### src/design/cfrp_pkg.sv
// ----------------------------------------------------------------------------
// cfrp_pkg
// Types, codes and helpers shared by the comma field record parser.
// ----------------------------------------------------------------------------
`default_nettype none

package cfrp_pkg;

    // field positions within a record
    localparam logic [2:0] FIELD_SKIP  = 3'd0;
    localparam logic [2:0] FIELD_STAMP = 3'd1;
    localparam logic [2:0] FIELD_PH_A  = 3'd2;
    localparam logic [2:0] FIELD_PH_B  = 3'd3;
    localparam logic [2:0] FIELD_PH_C  = 3'd4;
    localparam logic [2:0] FIELD_SEQ   = 3'd5;
    localparam logic [2:0] FIELD_LIMIT = 3'd6;

    // number scan phases
    localparam logic [1:0] PHASE_SKIP   = 2'd0;
    localparam logic [1:0] PHASE_DIGITS = 2'd1;
    localparam logic [1:0] PHASE_DONE   = 2'd3;

    // sequence codes
    localparam logic [1:0] SEQ_NONE = 2'd0;
    localparam logic [1:0] SEQ_ABC  = 2'd1;
    localparam logic [1:0] SEQ_ACB  = 2'd2;

    localparam logic [7:0]  CHAR_NUL   = 8'h00;
    localparam logic [7:0]  CHAR_COMMA = 8'h2C;
    localparam logic [7:0]  CHAR_MINUS = 8'h2D;
    localparam logic [7:0]  CHAR_PLUS  = 8'h2B;
    localparam logic [7:0]  CHAR_SPACE = 8'h20;
    localparam logic [7:0]  CHAR_ZERO  = 8'h30;
    localparam logic [7:0]  CHAR_NINE  = 8'h39;
    localparam logic [7:0]  CHAR_TAB   = 8'h09;
    localparam logic [7:0]  CHAR_CR    = 8'h0D;

    // first character in the low byte
    localparam logic [23:0] TEXT_ABC = 24'h434241;
    localparam logic [23:0] TEXT_ACB = 24'h424341;

    localparam logic [2:0]  TEXT_LIMIT = 3'd4;
    localparam logic [2:0]  TEXT_MATCH_LEN = 3'd3;
    localparam logic [31:0] MAG_CAP = 32'h8000_0000;

    typedef struct packed {
        logic [7:0] data_byte;
        logic       last_byte;
    } in_item_t;

    typedef struct packed {
        logic signed [31:0] time_stamp;
        logic signed [15:0] phase_a_value;
        logic signed [15:0] phase_b_value;
        logic signed [15:0] phase_c_value;
        logic [1:0]         sequence_code;
    } out_item_t;

    // per-field scan state
    typedef struct packed {
        logic [1:0]  scan_phase;
        logic        negative_sign;
        logic [31:0] accumulated_magnitude;
        logic [23:0] text_chars;
        logic [2:0]  text_length;
        logic        text_ended;
    } scan_state_t;

    localparam scan_state_t SCAN_CLEAR = '0;

    function automatic logic [31:0] clamp_stamp(input logic neg, input logic [31:0] mag);
        logic [31:0] res;
        if (neg)
            res = 32'd0 - mag;
        else if (mag[31])
            res = 32'h7FFF_FFFF;
        else
            res = mag;
        return res;
    endfunction

    function automatic logic [15:0] clamp_phase(input logic neg, input logic [31:0] mag);
        logic [15:0] res;
        if (neg)
            res = (mag > 32'h0000_8000) ? 16'h8000 : (16'd0 - mag[15:0]);
        else
            res = (mag > 32'h0000_7FFF) ? 16'h7FFF : mag[15:0];
        return res;
    endfunction

endpackage

`default_nettype wire

### src/design/cfrp_scan.sv
// ----------------------------------------------------------------------------
// cfrp_scan
// Next scan state for one non-comma byte: atoi style number scan for the
// numeric fields, short text capture for the sequence field.
// ----------------------------------------------------------------------------
`default_nettype none

module cfrp_scan (
    input  wire logic [7:0]           data_byte,
    input  wire logic [2:0]           field_index,
    input  wire cfrp_pkg::scan_state_t cur,
    output cfrp_pkg::scan_state_t     nxt
);
    import cfrp_pkg::*;

    logic        is_space;
    logic        is_digit;
    logic        is_sign;
    logic        numeric_field;
    logic [34:0] prod;
    logic [31:0] mag_next;
    logic        take_digits;

    assign is_space = (data_byte == CHAR_SPACE) ||
                      (data_byte >= CHAR_TAB && data_byte <= CHAR_CR);
    assign is_digit = (data_byte >= CHAR_ZERO) && (data_byte <= CHAR_NINE);
    assign is_sign  = (data_byte == CHAR_MINUS) || (data_byte == CHAR_PLUS);
    assign numeric_field = (field_index >= FIELD_STAMP) && (field_index <= FIELD_PH_C);

    // times ten as two shifts, plus the digit
    assign prod = ({3'b000, cur.accumulated_magnitude} << 3)
                + ({3'b000, cur.accumulated_magnitude} << 1)
                + {31'd0, data_byte[3:0]};
    assign mag_next = (prod > {3'b000, MAG_CAP}) ? MAG_CAP : prod[31:0];

    // a non-space, non-sign byte in skip phase is handled as a digit-phase byte
    assign take_digits = (cur.scan_phase == PHASE_DIGITS) ||
                         (cur.scan_phase == PHASE_SKIP && !is_space && !is_sign);

    always_comb
    begin
        nxt = cur;
        if (numeric_field && !cur.text_ended)
        begin
            if (data_byte == CHAR_NUL)
            begin
                nxt.text_ended = 1'b1;
            end
            else if (cur.scan_phase == PHASE_SKIP && is_sign)
            begin
                nxt.negative_sign = (data_byte == CHAR_MINUS);
                nxt.scan_phase    = PHASE_DIGITS;
            end
            else if (take_digits)
            begin
                if (is_digit)
                begin
                    nxt.scan_phase            = PHASE_DIGITS;
                    nxt.accumulated_magnitude = mag_next;
                end
                else
                begin
                    nxt.scan_phase = PHASE_DONE;
                end
            end
        end
        else if (field_index == FIELD_SEQ && !cur.text_ended)
        begin
            if (data_byte == CHAR_NUL)
            begin
                nxt.text_ended = 1'b1;
            end
            else
            begin
                case (cur.text_length)
                    3'd0:    nxt.text_chars[7:0]   = data_byte;
                    3'd1:    nxt.text_chars[15:8]  = data_byte;
                    3'd2:    nxt.text_chars[23:16] = data_byte;
                    default: nxt.text_chars        = cur.text_chars;
                endcase
                if (cur.text_length < TEXT_LIMIT)
                    nxt.text_length = cur.text_length + 3'd1;
            end
        end
    end

endmodule

`default_nettype wire

### src/design/comma_field_record_parser_unit.sv
// ----------------------------------------------------------------------------
// comma_field_record_parser_unit
// Comma separated record parser: one text byte per request, one result per
// record carrying the held timestamp, three phase values and sequence code.
// ----------------------------------------------------------------------------
// Usage
//   in channel  : in_valid / in_ready / in_data (data_byte, last_byte).
//   out channel : out_valid / out_ready / out_data, one request per byte
//                 flagged last_byte, carrying the held values after that
//                 byte has been parsed.
//   Throughput  : one byte per cycle unless a last byte is held. The byte is
//                 captured in an input register, parsed by the number and
//                 text scan logic, and a last byte's result lands in the
//                 output register.
//   Stall       : while a result waits in the output register, ordinary
//                 bytes keep flowing; a second last byte holds in the input
//                 register (and in_ready drops) until the result is taken.
//   Reset       : rst_n clears the field index, scan state and held values
//                 to zero (sequence code none) and empties both registers.
// ----------------------------------------------------------------------------
`default_nettype none

module comma_field_record_parser_unit (
    input  wire logic                 clk,
    input  wire logic                 rst_n,
    input  wire logic                 in_valid,
    output logic                      in_ready,
    input  wire cfrp_pkg::in_item_t   in_data,
    output logic                      out_valid,
    input  wire logic                 out_ready,
    output cfrp_pkg::out_item_t       out_data
);
    import cfrp_pkg::*;

    // input register
    logic        s1_valid_reg;
    in_item_t    s1_data_reg;
    logic        s1_fire;

    // parse state
    logic [2:0]  field_index_reg,  field_index_next;
    scan_state_t scan_reg,         scan_next;
    scan_state_t scan_byte;
    logic [31:0] held_stamp_reg,   held_stamp_next;
    logic [15:0] held_a_reg,       held_a_next;
    logic [15:0] held_b_reg,       held_b_next;
    logic [15:0] held_c_reg,       held_c_next;
    logic [1:0]  held_seq_reg,     held_seq_next;

    // output register
    logic        out_valid_reg;
    out_item_t   out_data_reg;
    logic        emit;

    assign s1_fire  = s1_valid_reg && (!s1_data_reg.last_byte || !out_valid_reg || out_ready);
    assign in_ready = !s1_valid_reg || s1_fire;
    assign emit     = s1_fire && s1_data_reg.last_byte;

    cfrp_scan u_scan (
        .data_byte   (s1_data_reg.data_byte),
        .field_index (field_index_reg),
        .cur         (scan_reg),
        .nxt         (scan_byte)
    );

    always_comb
    begin
        field_index_next = field_index_reg;
        scan_next        = scan_reg;
        held_stamp_next  = held_stamp_reg;
        held_a_next      = held_a_reg;
        held_b_next      = held_b_reg;
        held_c_next      = held_c_reg;
        held_seq_next    = held_seq_reg;

        if (s1_data_reg.data_byte == CHAR_COMMA)
        begin
            case (field_index_reg)
                FIELD_STAMP: held_stamp_next = clamp_stamp(scan_reg.negative_sign,
                                                           scan_reg.accumulated_magnitude);
                FIELD_PH_A:  held_a_next = clamp_phase(scan_reg.negative_sign,
                                                       scan_reg.accumulated_magnitude);
                FIELD_PH_B:  held_b_next = clamp_phase(scan_reg.negative_sign,
                                                       scan_reg.accumulated_magnitude);
                FIELD_PH_C:  held_c_next = clamp_phase(scan_reg.negative_sign,
                                                       scan_reg.accumulated_magnitude);
                FIELD_SEQ:
                begin
                    if (scan_reg.text_length == TEXT_MATCH_LEN && scan_reg.text_chars == TEXT_ABC)
                        held_seq_next = SEQ_ABC;
                    else if (scan_reg.text_length == TEXT_MATCH_LEN &&
                             scan_reg.text_chars == TEXT_ACB)
                        held_seq_next = SEQ_ACB;
                end
                default: held_seq_next = held_seq_reg;
            endcase
            scan_next = SCAN_CLEAR;
            if (field_index_reg < FIELD_LIMIT)
                field_index_next = field_index_reg + 3'd1;
        end
        else
        begin
            scan_next = scan_byte;
        end

        // end of record: back to field 0, held values stay
        if (s1_data_reg.last_byte)
        begin
            field_index_next = FIELD_SKIP;
            scan_next        = SCAN_CLEAR;
        end
    end

    always_ff @(posedge clk or negedge rst_n)
    begin
        if (!rst_n)
        begin
            s1_valid_reg    <= 1'b0;
            field_index_reg <= FIELD_SKIP;
            scan_reg        <= SCAN_CLEAR;
            held_stamp_reg  <= '0;
            held_a_reg      <= '0;
            held_b_reg      <= '0;
            held_c_reg      <= '0;
            held_seq_reg    <= SEQ_NONE;
            out_valid_reg   <= 1'b0;
        end
        else
        begin
            if (in_ready)
                s1_valid_reg <= in_valid;
            if (s1_fire)
            begin
                field_index_reg <= field_index_next;
                scan_reg        <= scan_next;
                held_stamp_reg  <= held_stamp_next;
                held_a_reg      <= held_a_next;
                held_b_reg      <= held_b_next;
                held_c_reg      <= held_c_next;
                held_seq_reg    <= held_seq_next;
            end
            if (emit)
                out_valid_reg <= 1'b1;
            else if (out_ready)
                out_valid_reg <= 1'b0;
        end
    end

    always_ff @(posedge clk)
    begin
        if (in_ready && in_valid)
            s1_data_reg <= in_data;
        if (emit)
        begin
            out_data_reg.time_stamp    <= held_stamp_next;
            out_data_reg.phase_a_value <= held_a_next;
            out_data_reg.phase_b_value <= held_b_next;
            out_data_reg.phase_c_value <= held_c_next;
            out_data_reg.sequence_code <= held_seq_next;
        end
    end

    assign out_valid = out_valid_reg;
    assign out_data  = out_data_reg;

    // only a last byte can hold in the input register
    a_stall_only_last: assert property (@(posedge clk) disable iff (!rst_n)
        (s1_valid_reg && !s1_fire) |-> s1_data_reg.last_byte)
        else $error("input register stalled on a non-last byte");

    // a new result appears only after a last byte was parsed
    a_result_source: assert property (@(posedge clk) disable iff (!rst_n)
        $rose(out_valid_reg) |-> $past(emit))
        else $error("result appeared without a last byte");

    a_field_sat: assert property (@(posedge clk) disable iff (!rst_n)
        field_index_reg <= FIELD_LIMIT)
        else $error("field index beyond limit");

    a_mag_sat: assert property (@(posedge clk) disable iff (!rst_n)
        (scan_reg.accumulated_magnitude <= MAG_CAP) && (scan_reg.text_length <= TEXT_LIMIT))
        else $error("scan state beyond saturation");

    // record end always leaves the scanner at field 0
    a_record_restart: assert property (@(posedge clk) disable iff (!rst_n)
        emit |=> (field_index_reg == FIELD_SKIP && scan_reg == SCAN_CLEAR))
        else $error("scan state not cleared after record");

endmodule

`default_nettype wire

### config.mk
export PLATFORM = sky130hd
export DESIGN_NAME = comma_field_record_parser_unit
export DESIGN_NICKNAME = d
export VERILOG_FILES = /design/src/design/cfrp_pkg.sv /design/src/design/cfrp_scan.sv /design/src/design/comma_field_record_parser_unit.sv
export SDC_FILE = /design/constraint.sdc
export NUM_CORES = 1
export LEC_CHECK = 0
export BUFFER_PORTS_ARGS = -buffer_cell sky130_fd_sc_hd__buf_4
export CORE_UTILIZATION = 48
export CTS_BUF_LIST = sky130_fd_sc_hd__clkbuf_8 sky130_fd_sc_hd__clkbuf_16
export DETAILED_ROUTE_END_ITERATION = 16
export GPL_ROUTABILITY_DRIVEN = 0
export PLACE_DENSITY = 0.62
export SLEW_MARGIN = 25
export SYNTH_ARGS = -nofsm -noshare
export SYNTH_HDL_FRONTEND = slang
export SYNTH_SLANG_ARGS = --single-unit
export TNS_END_PERCENT = 5
### constraint.sdc
create_clock -name clk -period 5.06 [get_ports clk]
set_input_delay 1.012 -clock clk [delete_from_list [all_inputs] [get_ports clk]]
set_output_delay 1.012 -clock clk [all_outputs]
set_load 0.03 [all_outputs]
==> results.yml <==
global_routing:
  antenna_found_initial: 0
  grt_pass1_vias: 9921
  grt_usage: 0.232
  grt_pass1_wl_um: 52900
  grt_overflow: 0
  grt_max_degree: 98
layout:
  n_antenna_cell: 0
  nFillCells: 2470
  nets: 1607
  largest_reg_flops: 82
  syn2layout_area_growth_pct: 13.6
  drive_gt1_frac: 0.135
cts:
  clk_pin_slew_worst_paths_ns: 0.07
  cts_root_buffer: "clkbuf_16"
  ctsLongestPathBuffers: 3
  cts_sinks: 241
  clk_latency_ns: 0.55
  cts_setup_buffers: 0
  cts_htree_levels: 1
  tritoncts: "done"
  cts_resized: 0
  cts_hold_buffers: 0
  cts_made_buffers: 26
timing:
  rsz0062_at_grt: "false"
  min_period_ns: 4.41
  layout_worst_path_cycle_share: 0.871
  slew_headroom: 0.358
  setup_ws_ns: 0.653
  finalHoldViolations: 0
  clock_skew_ns: 0.0212
  setup_viol: 0
  max_freq_ghz: 0.227
  worstMarginPinSlew_ns: 0.960
  fin_tns_setup_ns: 0
  drv_slew: 0
critical_path:
  worstSetupPathType: "register to register"
  endpoint_kind: "register"
  arrival_ns: 4.84
  crit_fanout: 23
  crit_required_ns: 5.50
  rrSetupSlack_ns: 0.65
  start_kind: "register"
pwr:
  max-vdd-ir-drop_mv: 0.232
  p_leak_nw: 6.72
  p_per_area_nw_per_um2: 293
yosys:
  synthTopCellsByArea: "dfrtp_1 (28%), edfxtp_1 (20%), nand2_1 (9.1%), ha_1 (7.0%), o21ai_0 (6.7%)"
  synth_edf_count: 91
  yosysTopAreaCellShare: 0.279
  syn_inst: 1460
  ys.flop_type: "dfrtp_1"
  syn_nets: 1550
  yosys.cell_types.count: 71
  synth_common_cells: "nand2_1 (325), o21ai_0 (180), dfrtp_1 (150), edfxtp_1 (91), a21oi_1 (78)"
  ys_ff_latch: 241
  syn-cell-area_um2: 13500
  ys_seq_area_frac: 0.482
  synth.avg_cell_area_um2: 9.22
  yosys_warnings: 0
  synth_largest_area_cell: "dfrtp_1"
  yosysMostFrequentCell: "nand2_1"
  synthArstFlopShare: 0.622
placement:
  dp_slack_ns: 0.704
  portBuffers: 96
  dp_hpwl_um: 24000
outcome:
  status: "complete, no violations"
min_path:
  hp-class: "primary input to asynchronous set/reset pin"
floorplanning:
  dieArea_um2: 28700
  die_w_um: 169
  ios: 97
  dieHeight_um: 169
  std_cell_rows: 60
  core_region_area_um2: 27300
  start_util: 0.494
drt:
  viasPerCell: 5.67
  wl_um: 33200
  vias: 10800
  wl_per_cell_um: 17.4
  drtIter0Drc: 1053
  drc: 0
  postRouteAntennaNets: 0
  first_pass_iters: 6
job:
  maxCapViolations: 0
==> cell families after synthesis <==
logic type	synth area share
AO/OA/AOI/OAI	0.166
AND/OR/NAND/NOR	0.191
adder cells (fa/ha/maj)	0.0727
XOR/XNOR	0.0215
multiplexers	0.0310
flip-flops	0.482
buffers and inverters	0.0361
==> layout by cell type, fill, tap and decap left out, types with 23 or more instances in the layout <==
cell         n
nand2_1    324
o21ai_0    180
dfrtp_1    149
buf_4      113
edfxtp_1    91
a21oi_1     78
ha_1        75
nor2_1      56
nand3_1     49
inv_1       43
nor3_1      33
mux2_2      33
o31ai_1     26
clkbuf_16   26
or3_1       23
==> final timing paths <==
path / startpoint / to / depth (start not counted)
max in group asynchronous: rst_n / held_b_reg[14] / 3
min in group clk: held_b_reg[14] / held_b_reg[14] / 2
min reg2reg: held_b_reg[14] / held_b_reg[14] / 2
min: rst_n / held_stamp_reg[29] / 1
max: scan_reg[28] / scan_reg[32] / 14
max reg2reg: scan_reg[28] / scan_reg[32] / 14
==> routing by layer <==
metal,global-route usage,routed length [um]
met5,0,0
met3,0.0324,1800
met2,0.349,14500
met4,0.0556,669
met1,0.351,16200
==> final cells by class <==
type                       count  area [um^2]  share of cell area
clock buffer                  31          719              0.0471
clock inverter                17         95.1             0.00622
inverter                      36          135             0.00884
multi-input combinational   1097         6490               0.425
sequential                   241         6490               0.424
tap                          372          465              0.0305
timing repair buffer         115          887              0.0580
==> through the flow <==
stage	instances	total power [mW]	util	area [um^2]	hold WS (ns)
4_1_cts	1908	4.50	0.560	15300	0.477
6_report	1909	4.48	0.561	15300	0.342
5_1_grt	1909	4.64	0.561	15300	0.355
3_3_place_gp	1860	2.72	0.530	14400	0.457
2_1_floorplan	1460	2.57	-	13500	0.446
3_5_place_dp	1860	2.73	0.530	14400	0.462
==> worst max-delay path, stage by stage, from the launching register on <==
cell and delay (ns):
dfrtp_1 0.45, inv_1 0.15, fa_1 0.52, inv_1 0.07, fa_1 0.46, a21o_1 0.24
a311o_1 0.43, a21oi_4 0.25, nor4b_1 0.31, a211oi_1 0.10, or3_1 0.38, nor4_1 0.28
a41oi_1 0.15, buf_4 0.24, o31ai_1 0.26
==> report_power, final <==
part           switching [mW]  leakage [nW]  internal, mW
logic                   0.309          3.35         0.180
clock network           0.770         0.432          1.01
registers              0.0721          2.94          2.13
total                    1.15          6.72          3.32
(Power assumes the default switching activity.)
